`src/rtl/wgs_pkg.sv`:
```
// ----------------------------------------------------------------------------
// wgs_pkg
// Shared types and constants of the 3D damped wave grid stencil block.
// ----------------------------------------------------------------------------
package wgs_pkg;

    // default sizes of the grid store and the cell value width
    localparam int MAX_WIDTH_DEF  = 64;
    localparam int MAX_HEIGHT_DEF = 64;
    localparam int MAX_DEPTH_DEF  = 16;
    localparam int VALUE_BITS_DEF = 24;

    // wide enough for any grid size up to 256
    localparam int DIM_BITS = 9;
    localparam int MIN_DIM  = 8;

    // port field widths
    localparam int ACT_BITS       = 3;
    localparam int CELL_X_BITS    = 6;
    localparam int CELL_Y_BITS    = 6;
    localparam int CELL_Z_BITS    = 4;
    localparam int SAMPLE_BITS    = 24;
    localparam int IN_TDATA_BITS  = 48;
    localparam int CV_BITS        = 24;
    localparam int INTENS_BITS    = 8;
    localparam int OUT_TDATA_BITS = 32;
    localparam int CFG_IDX_BITS   = 3;
    localparam int CFG_DATA_BITS  = 18;
    localparam int GAIN_BITS      = 18;
    localparam int DAMP_BITS      = 16;
    localparam int FRAC_BITS      = 16;

    // configuration reset values
    localparam logic [6:0]           GRID_WIDTH_RST  = 7'd64;
    localparam logic [6:0]           GRID_HEIGHT_RST = 7'd64;
    localparam logic [4:0]           GRID_DEPTH_RST  = 5'd16;
    localparam logic [GAIN_BITS-1:0] GAIN_RST        = 18'd21845;
    localparam logic [DAMP_BITS-1:0] DAMP_RST        = 16'd655;

    // intensity: v*2.5 clipped to 1.0, times 255
    localparam int INT_LIMIT = 26215;
    localparam int INT_SCALE = 1275;
    localparam int INT_SHIFT = 17;
    localparam logic [INTENS_BITS-1:0] INT_FULL = 8'd255;

    typedef enum logic [ACT_BITS-1:0] {
        ACT_ADD      = 3'd0,
        ACT_SPLASH   = 3'd1,
        ACT_SOLID    = 3'd2,
        ACT_STEP     = 3'd3,
        ACT_READ     = 3'd4,
        ACT_CLEAR    = 3'd5,
        ACT_RESERVED = 3'd6
    } act_t;

    typedef enum logic [CFG_IDX_BITS-1:0] {
        CFG_GRID_WIDTH  = 3'd0,
        CFG_GRID_HEIGHT = 3'd1,
        CFG_GRID_DEPTH  = 3'd2,
        CFG_GAIN        = 3'd3,
        CFG_DAMPING     = 3'd4
    } cfg_idx_t;

    // neighbour codes, also the read order of a stencil cell
    typedef enum logic [2:0] {
        NB_XM   = 3'd0,
        NB_XP   = 3'd1,
        NB_YM   = 3'd2,
        NB_YP   = 3'd3,
        NB_ZM   = 3'd4,
        NB_ZP   = 3'd5,
        NB_SELF = 3'd6
    } nb_t;

    // stencil cell phases
    localparam int PH_BITS      = 4;
    localparam logic [PH_BITS-1:0] PH_FIRST    = 4'd0;
    localparam logic [PH_BITS-1:0] PH_SUM_INIT = 4'd1;
    localparam logic [PH_BITS-1:0] PH_LAST_RD  = 4'd6;
    localparam logic [PH_BITS-1:0] PH_MUL      = 4'd7;
    localparam logic [PH_BITS-1:0] PH_DIFF     = 4'd8;
    localparam logic [PH_BITS-1:0] PH_DAMP     = 4'd9;
    localparam logic [PH_BITS-1:0] PH_WRITE    = 4'd10;

    typedef enum logic [3:0] {
        DP_NOP,
        DP_CAPTURE,
        DP_INIT_WR,
        DP_CLEAR_WR,
        DP_ADD_RD,
        DP_ADD_WR,
        DP_SPLASH_WR,
        DP_SOLID_WR,
        DP_STEP,
        DP_SWAP,
        DP_READ_RD,
        DP_RESULT
    } dp_op_t;

    typedef struct packed {
        dp_op_t               op;
        logic [PH_BITS-1:0]   phase;
    } dp_cmd_t;

    typedef struct packed {
        logic [ACT_BITS-1:0]  action;
        logic                 out_free;
        logic [DIM_BITS-1:0]  dim_w;
        logic [DIM_BITS-1:0]  dim_h;
        logic [DIM_BITS-1:0]  dim_d;
    } dp_stat_t;

    typedef enum logic [3:0] {
        S_INIT,
        S_IDLE,
        S_DECODE,
        S_ADD_RD,
        S_ADD_WR,
        S_SPLASH,
        S_SOLID,
        S_STEP,
        S_SWAP,
        S_READ,
        S_CLEAR,
        S_RESULT
    } state_t;

endpackage

```
`src/rtl/wgs_ctrl.sv`:
```
// ----------------------------------------------------------------------------
// wgs_ctrl
// Sequencer of the wave grid: decodes actions, runs sweeps and stencil loops.
// ----------------------------------------------------------------------------
module wgs_ctrl import wgs_pkg::*; #(
    parameter int MAX_WIDTH  = MAX_WIDTH_DEF,
    parameter int MAX_HEIGHT = MAX_HEIGHT_DEF,
    parameter int MAX_DEPTH  = MAX_DEPTH_DEF
) (
    input  logic                  clk,
    input  logic                  rst_n,
    input  logic                  in_valid,
    output logic                  in_ready,
    input  dp_stat_t              stat,
    output dp_cmd_t               cmd,
    output logic [$clog2(MAX_WIDTH)-1:0]  x_cnt,
    output logic [$clog2(MAX_HEIGHT)-1:0] y_cnt,
    output logic [$clog2(MAX_DEPTH)-1:0]  z_cnt,
    output logic [$clog2(MAX_WIDTH)+$clog2(MAX_HEIGHT)+$clog2(MAX_DEPTH):0] sweep_addr
);

    localparam int XB = $clog2(MAX_WIDTH);
    localparam int YB = $clog2(MAX_HEIGHT);
    localparam int ZB = $clog2(MAX_DEPTH);
    localparam int FA = XB + YB + ZB + 1;
    localparam logic [DIM_BITS-1:0] TWO = DIM_BITS'(2);

    state_t             state_reg, state_next;
    logic [PH_BITS-1:0] ph_reg, ph_next;
    logic [XB-1:0]      x_reg, x_next;
    logic [YB-1:0]      y_reg, y_next;
    logic [ZB-1:0]      z_reg, z_next;
    logic [FA-1:0]      swp_reg, swp_next;
    logic               x_last, y_last, z_last, swp_last;

    // state and counters
    always_ff @(posedge clk or negedge rst_n)
    begin
        if (!rst_n)
        begin
            state_reg <= S_INIT;
            ph_reg    <= '0;
            x_reg     <= '0;
            y_reg     <= '0;
            z_reg     <= '0;
            swp_reg   <= '0;
        end
        else
        begin
            state_reg <= state_next;
            ph_reg    <= ph_next;
            x_reg     <= x_next;
            y_reg     <= y_next;
            z_reg     <= z_next;
            swp_reg   <= swp_next;
        end
    end

    // loop end tests
    assign x_last   = (DIM_BITS'(x_reg) == stat.dim_w - TWO);
    assign y_last   = (DIM_BITS'(y_reg) == stat.dim_h - TWO);
    assign z_last   = (DIM_BITS'(z_reg) == stat.dim_d - TWO);
    assign swp_last = &swp_reg;

    // next state and commands
    always_comb
    begin
        state_next = state_reg;
        ph_next    = ph_reg;
        x_next     = x_reg;
        y_next     = y_reg;
        z_next     = z_reg;
        swp_next   = swp_reg;
        cmd.op     = DP_NOP;
        cmd.phase  = ph_reg;
        in_ready   = 1'b0;
        unique case (state_reg)
            S_INIT:
            begin
                cmd.op   = DP_INIT_WR;
                swp_next = swp_reg + 1'b1;
                if (swp_last)
                    state_next = S_IDLE;
            end
            S_IDLE:
            begin
                in_ready = 1'b1;
                if (in_valid)
                begin
                    cmd.op     = DP_CAPTURE;
                    state_next = S_DECODE;
                end
            end
            S_DECODE:
            begin
                ph_next = PH_FIRST;
                unique case (stat.action)
                    ACT_ADD:    state_next = S_ADD_RD;
                    ACT_SPLASH: state_next = S_SPLASH;
                    ACT_SOLID:  state_next = S_SOLID;
                    ACT_STEP:
                    begin
                        state_next = S_STEP;
                        x_next     = XB'(1);
                        y_next     = YB'(1);
                        z_next     = ZB'(1);
                    end
                    ACT_READ:   state_next = S_READ;
                    ACT_CLEAR:
                    begin
                        state_next = S_CLEAR;
                        swp_next   = '0;
                    end
                    default:    state_next = S_RESULT;
                endcase
            end
            S_ADD_RD:
            begin
                cmd.op     = DP_ADD_RD;
                state_next = S_ADD_WR;
            end
            S_ADD_WR:
            begin
                cmd.op     = DP_ADD_WR;
                state_next = S_RESULT;
            end
            S_SPLASH:
            begin
                cmd.op = DP_SPLASH_WR;
                if (ph_reg == PH_LAST_RD)
                begin
                    ph_next    = PH_FIRST;
                    state_next = S_RESULT;
                end
                else
                    ph_next = ph_reg + 1'b1;
            end
            S_SOLID:
            begin
                cmd.op     = DP_SOLID_WR;
                state_next = S_RESULT;
            end
            S_STEP:
            begin
                cmd.op = DP_STEP;
                if (ph_reg == PH_WRITE)
                begin
                    ph_next = PH_FIRST;
                    if (!x_last)
                        x_next = x_reg + 1'b1;
                    else
                    begin
                        x_next = XB'(1);
                        if (!y_last)
                            y_next = y_reg + 1'b1;
                        else
                        begin
                            y_next = YB'(1);
                            if (!z_last)
                                z_next = z_reg + 1'b1;
                            else
                                state_next = S_SWAP;
                        end
                    end
                end
                else
                    ph_next = ph_reg + 1'b1;
            end
            S_SWAP:
            begin
                cmd.op     = DP_SWAP;
                state_next = S_RESULT;
            end
            S_READ:
            begin
                cmd.op     = DP_READ_RD;
                state_next = S_RESULT;
            end
            S_CLEAR:
            begin
                cmd.op   = DP_CLEAR_WR;
                swp_next = swp_reg + 1'b1;
                if (swp_last)
                    state_next = S_RESULT;
            end
            S_RESULT:
            begin
                if (stat.out_free)
                begin
                    cmd.op     = DP_RESULT;
                    state_next = S_IDLE;
                end
            end
            default: state_next = S_IDLE;
        endcase
    end

    assign x_cnt      = x_reg;
    assign y_cnt      = y_reg;
    assign z_cnt      = z_reg;
    assign sweep_addr = swp_reg;

endmodule

```
`config.mk`:
```
export PLATFORM = sky130hd
export DESIGN_NAME = wgs_ctrl
export DESIGN_NICKNAME = d
export VERILOG_FILES = /design/src/rtl/wgs_pkg.sv /design/src/rtl/wgs_ctrl.sv
export SDC_FILE = /design/constraint.sdc
export NUM_CORES = 1
export LEC_CHECK = 0
export BUFFER_PORTS_ARGS = -buffer_cell sky130_fd_sc_hd__buf_2
export CORE_MARGIN = 5
export CORE_UTILIZATION = 58
export DETAILED_ROUTE_END_ITERATION = 12
export PLACE_DENSITY_LB_ADDON = 0.15
export SLEW_MARGIN = 10
export SYNTH_ARGS = -nofsm -noshare
export SYNTH_HDL_FRONTEND = slang
export SYNTH_SLANG_ARGS = --single-unit
```
`constraint.sdc`:
```
create_clock -name clk -period 5.3 [get_ports clk]
set_input_delay 0.795 -clock clk [delete_from_list [all_inputs] [get_ports clk]]
set_output_delay 0.795 -clock clk [all_outputs]
set_load 0.02 [all_outputs]
```
==> run metrics <==
warnings from Yosys 0; Fillers roughly 430; min Tclk post-route 2.91 ns; Post-CTS Hold Buffers 0; maximum clock rate 0.343 GHz; worst r2r path cells 5; commonest non-fill, non-tap cells in the layout buf_2, dfrtp_1, nor2_1, nand2_1, o21ai_0; full die area 6800 µm²; post-synth top area cell dfrtp_1; syn nets 401; clk buf depth 2; Die Ht 82.5 µm; commonest non-fill, non-tap cell in the layout buf_2; clock-pin slew on the worst setup and hold paths 0.08 ns; register area share after synthesis 0.337; initial antenna violation count 0; crit-path cells buf_2 > inv_1 > ha_1 > xnor2_1 > or4_4 > nor4_4 > nand3_2 > nor4_4 > mux2_1; global route overflow 0; Die X 82.5 µm; Yosys top cell area share 0.337; crit path to z_cnt[0]$_DFFE_PN0P_; Core Box Area 5110 µm²; H-tree depth 2; clock share of power 0.178; Crit-path slowest cell or4_4; RSZ-0062 raised after global routing no; EDFF count, synth 0; GRT Total Usage 0.218; post-route setup TNS 0 ns; Final setup viols 0; I/O pins 76; number of flip-flops in the largest register 17; n_diodes 0; CP Class in -> reg; TritonCTS Buffers 5; critical path required time roughly 5.5 ns; Initial Util 0.596; Worst Setup SP stat[10]; Worst path top cell family by delay simple AND/OR/NAND/NOR gates; pin count of the biggest net entering global routing 42; Net Sw Power 0.000609 W; Final Hold Viols 0; Pleak roughly 1.7 nW; post-route setup slack approximately 2.4 ns; Critical Path Max Stage Delay ~0.52 ns; DRT iter0 DRCs 237; drt wl/cell around 14 µm; pre-CTS setup slack 2.09 ns; CP endpoint kind register; gate count after technology mapping 357; Worst slew margin 0.376; CP Depth 9; # nets final 468; Post-DP HPWL 5210 µm; detailed-route via count 2919; Sequential Area 1030 µm²; Worst R2R End sweep_addr[11]$_DFFE_PN0P_; Mapped Avg Cell Area 8.53 µm²; PD cells 387 nW/µm²; Switching Share 0.442; Async S/R FF share, synth 1.00; maxcap violations 0; Final ANT Viol Nets 0; first drt pass iteration count 4; fin crit share 0.549; Row Count 26; DRC 0; r2r setup slk 2.48 ns; share of post-route cells with drive strength above 1 0.224; area grow syn2layout 16.7%; routability cong. just over 0.8; Post-Syn Area just over 3000 µm²; Max VDD drop 0.344 mV; synthesis-stage register bit count 41; Main synth FF type dfrtp_1; cell mode on critical path nor4_4; status complete, no violations; Combinational Power Share 0.441; multi-input logic area 1910 µm²; CP Max Fanout 4; Slew Limit Fails 0; skew final 0.0113 ns; Slew @ Worst Pin 0.936 ns; Root Buffer clkbuf_8; ranking of synthesized cells by area dfrtp_1, xnor2_1, nor2_1; vias in the first global route 2691; Worst EP arrival roughly 3.1 ns; Distinct cells, synth 60; setup bufs post-CTS 0; R2R Path Start state_reg[1]$_DFFE_PN0P_; Vias/cell 5.91; Sequential Power Share 0.382; CP Launch Type input pin; Worst Path Buf+Inv 2; first-pass GRT wire length 11800 µm; P_int 0.000769 W; Hold Crit Class reg -> reg; Post-CTS Resized 0; CTS tree done; worst-skew pair later-pin latency between 0.2 and 0.3 ns; clock sinks ~40; Port Buffer Count 75; Total Wirelength 7020 µm
==> worst register-to-register path, delay by kind of cell (launching register included) <==
family | cells | cell delay (ns)
flops | 1 | 0.77
simple gates | 3 | 1.43
compound gates | 2 | 0.54
==> logic make-up after synthesis <==
group / Yosys count / share of synthesized area
simple gates: 152 / 0.274
fa+ha+maj: 10 / 0.0411
compound gates: 89 / 0.203
flops: 41 / 0.337
buf+inv: 28 / 0.0349
xor+xnor: 28 / 0.0805
mux: 9 / 0.0300
==> cell type report <==
class | instances | area share
Tap cell | 70 | 0.0246
Clock buffer | 5 | 0.0194
Clock inverter | 2 | 0.00986
Multi-Input combinational cell | 288 | 0.538
Inverter | 13 | 0.0137
Timing Repair Buffer | 75 | 0.106
Sequential cell | 41 | 0.289
==> cells in the mapped netlist, types with 4 or more instances <==
cell      count
xor2_1       10
nor3_1       13
or3_1         6
o31ai_1       4
clkbuf_1     13
nand2b_1      9
a21oi_1      14
o21ai_0      24
nor2b_1       6
mux2i_1       8
nand2_1      31
dfrtp_1      41
and3_1        9
ha_1         10
nand3_1      12
inv_1        13
nand4_1       5
xnor2_1      18
nor2_1       35
a22o_1       10
a31oi_1       4
o211ai_1      6
==> power by group through the flow <==
stage	combinational, W	sequential [W]	clock (W)
2_1_floorplan	0.000443	0.000514	0
3_3_place_gp	0.000595	0.000526	0
3_5_place_dp	0.000607	0.000529	0
4_1_cts	0.000613	0.000523	0.000250
5_1_grt	0.000683	0.000544	0.000262
6_report	0.000607	0.000526	0.000244
==> stage by stage <==
| stage | area, µm² | hold WS, ns | total power, W | std cells | util |
|---|---|---|---|---|---|
| floorplan | 3050 | 0.499 | 0.000957 | 357 | - |
| global placement | 3450 | 0.524 | 0.00112 | 487 | 0.676 |
| detailed placement | 3450 | 0.518 | 0.00114 | 487 | 0.676 |
| CTS | 3550 | 0.538 | 0.00139 | 494 | 0.696 |
| global route | 3550 | 0.555 | 0.00149 | 494 | 0.696 |
| finish | 3550 | 0.536 | 0.00138 | 494 | 0.696 |
==> worst min path at each step <==
stage	depth (start not counted)	slack [ns]	from	end
after floorplan	0	0.50	rst_n	ph_reg[0]$_DFFE_PN0P_
after global placement	1	0.52	sweep_addr[16]$_DFFE_PN0P_	sweep_addr[16]$_DFFE_PN0P_
after detailed placement	1	0.52	sweep_addr[16]$_DFFE_PN0P_	sweep_addr[16]$_DFFE_PN0P_
after CTS	1	0.54	sweep_addr[16]$_DFFE_PN0P_	sweep_addr[16]$_DFFE_PN0P_
after global routing	1	0.56	sweep_addr[16]$_DFFE_PN0P_	sweep_addr[16]$_DFFE_PN0P_
final	1	0.54	sweep_addr[16]$_DFFE_PN0P_	sweep_addr[16]$_DFFE_PN0P_
==> per-layer routing <==
layer  vias up  GRT usage  part of all wire
li1       1441          -                 -
met1      1389      0.301              0.47
met2        82      0.359              0.45
met3         7     0.0325             0.069
met4         0     0.0515            0.0083
met5         -          0                 0
Note: power is estimated with default switching activity, not from simulation.
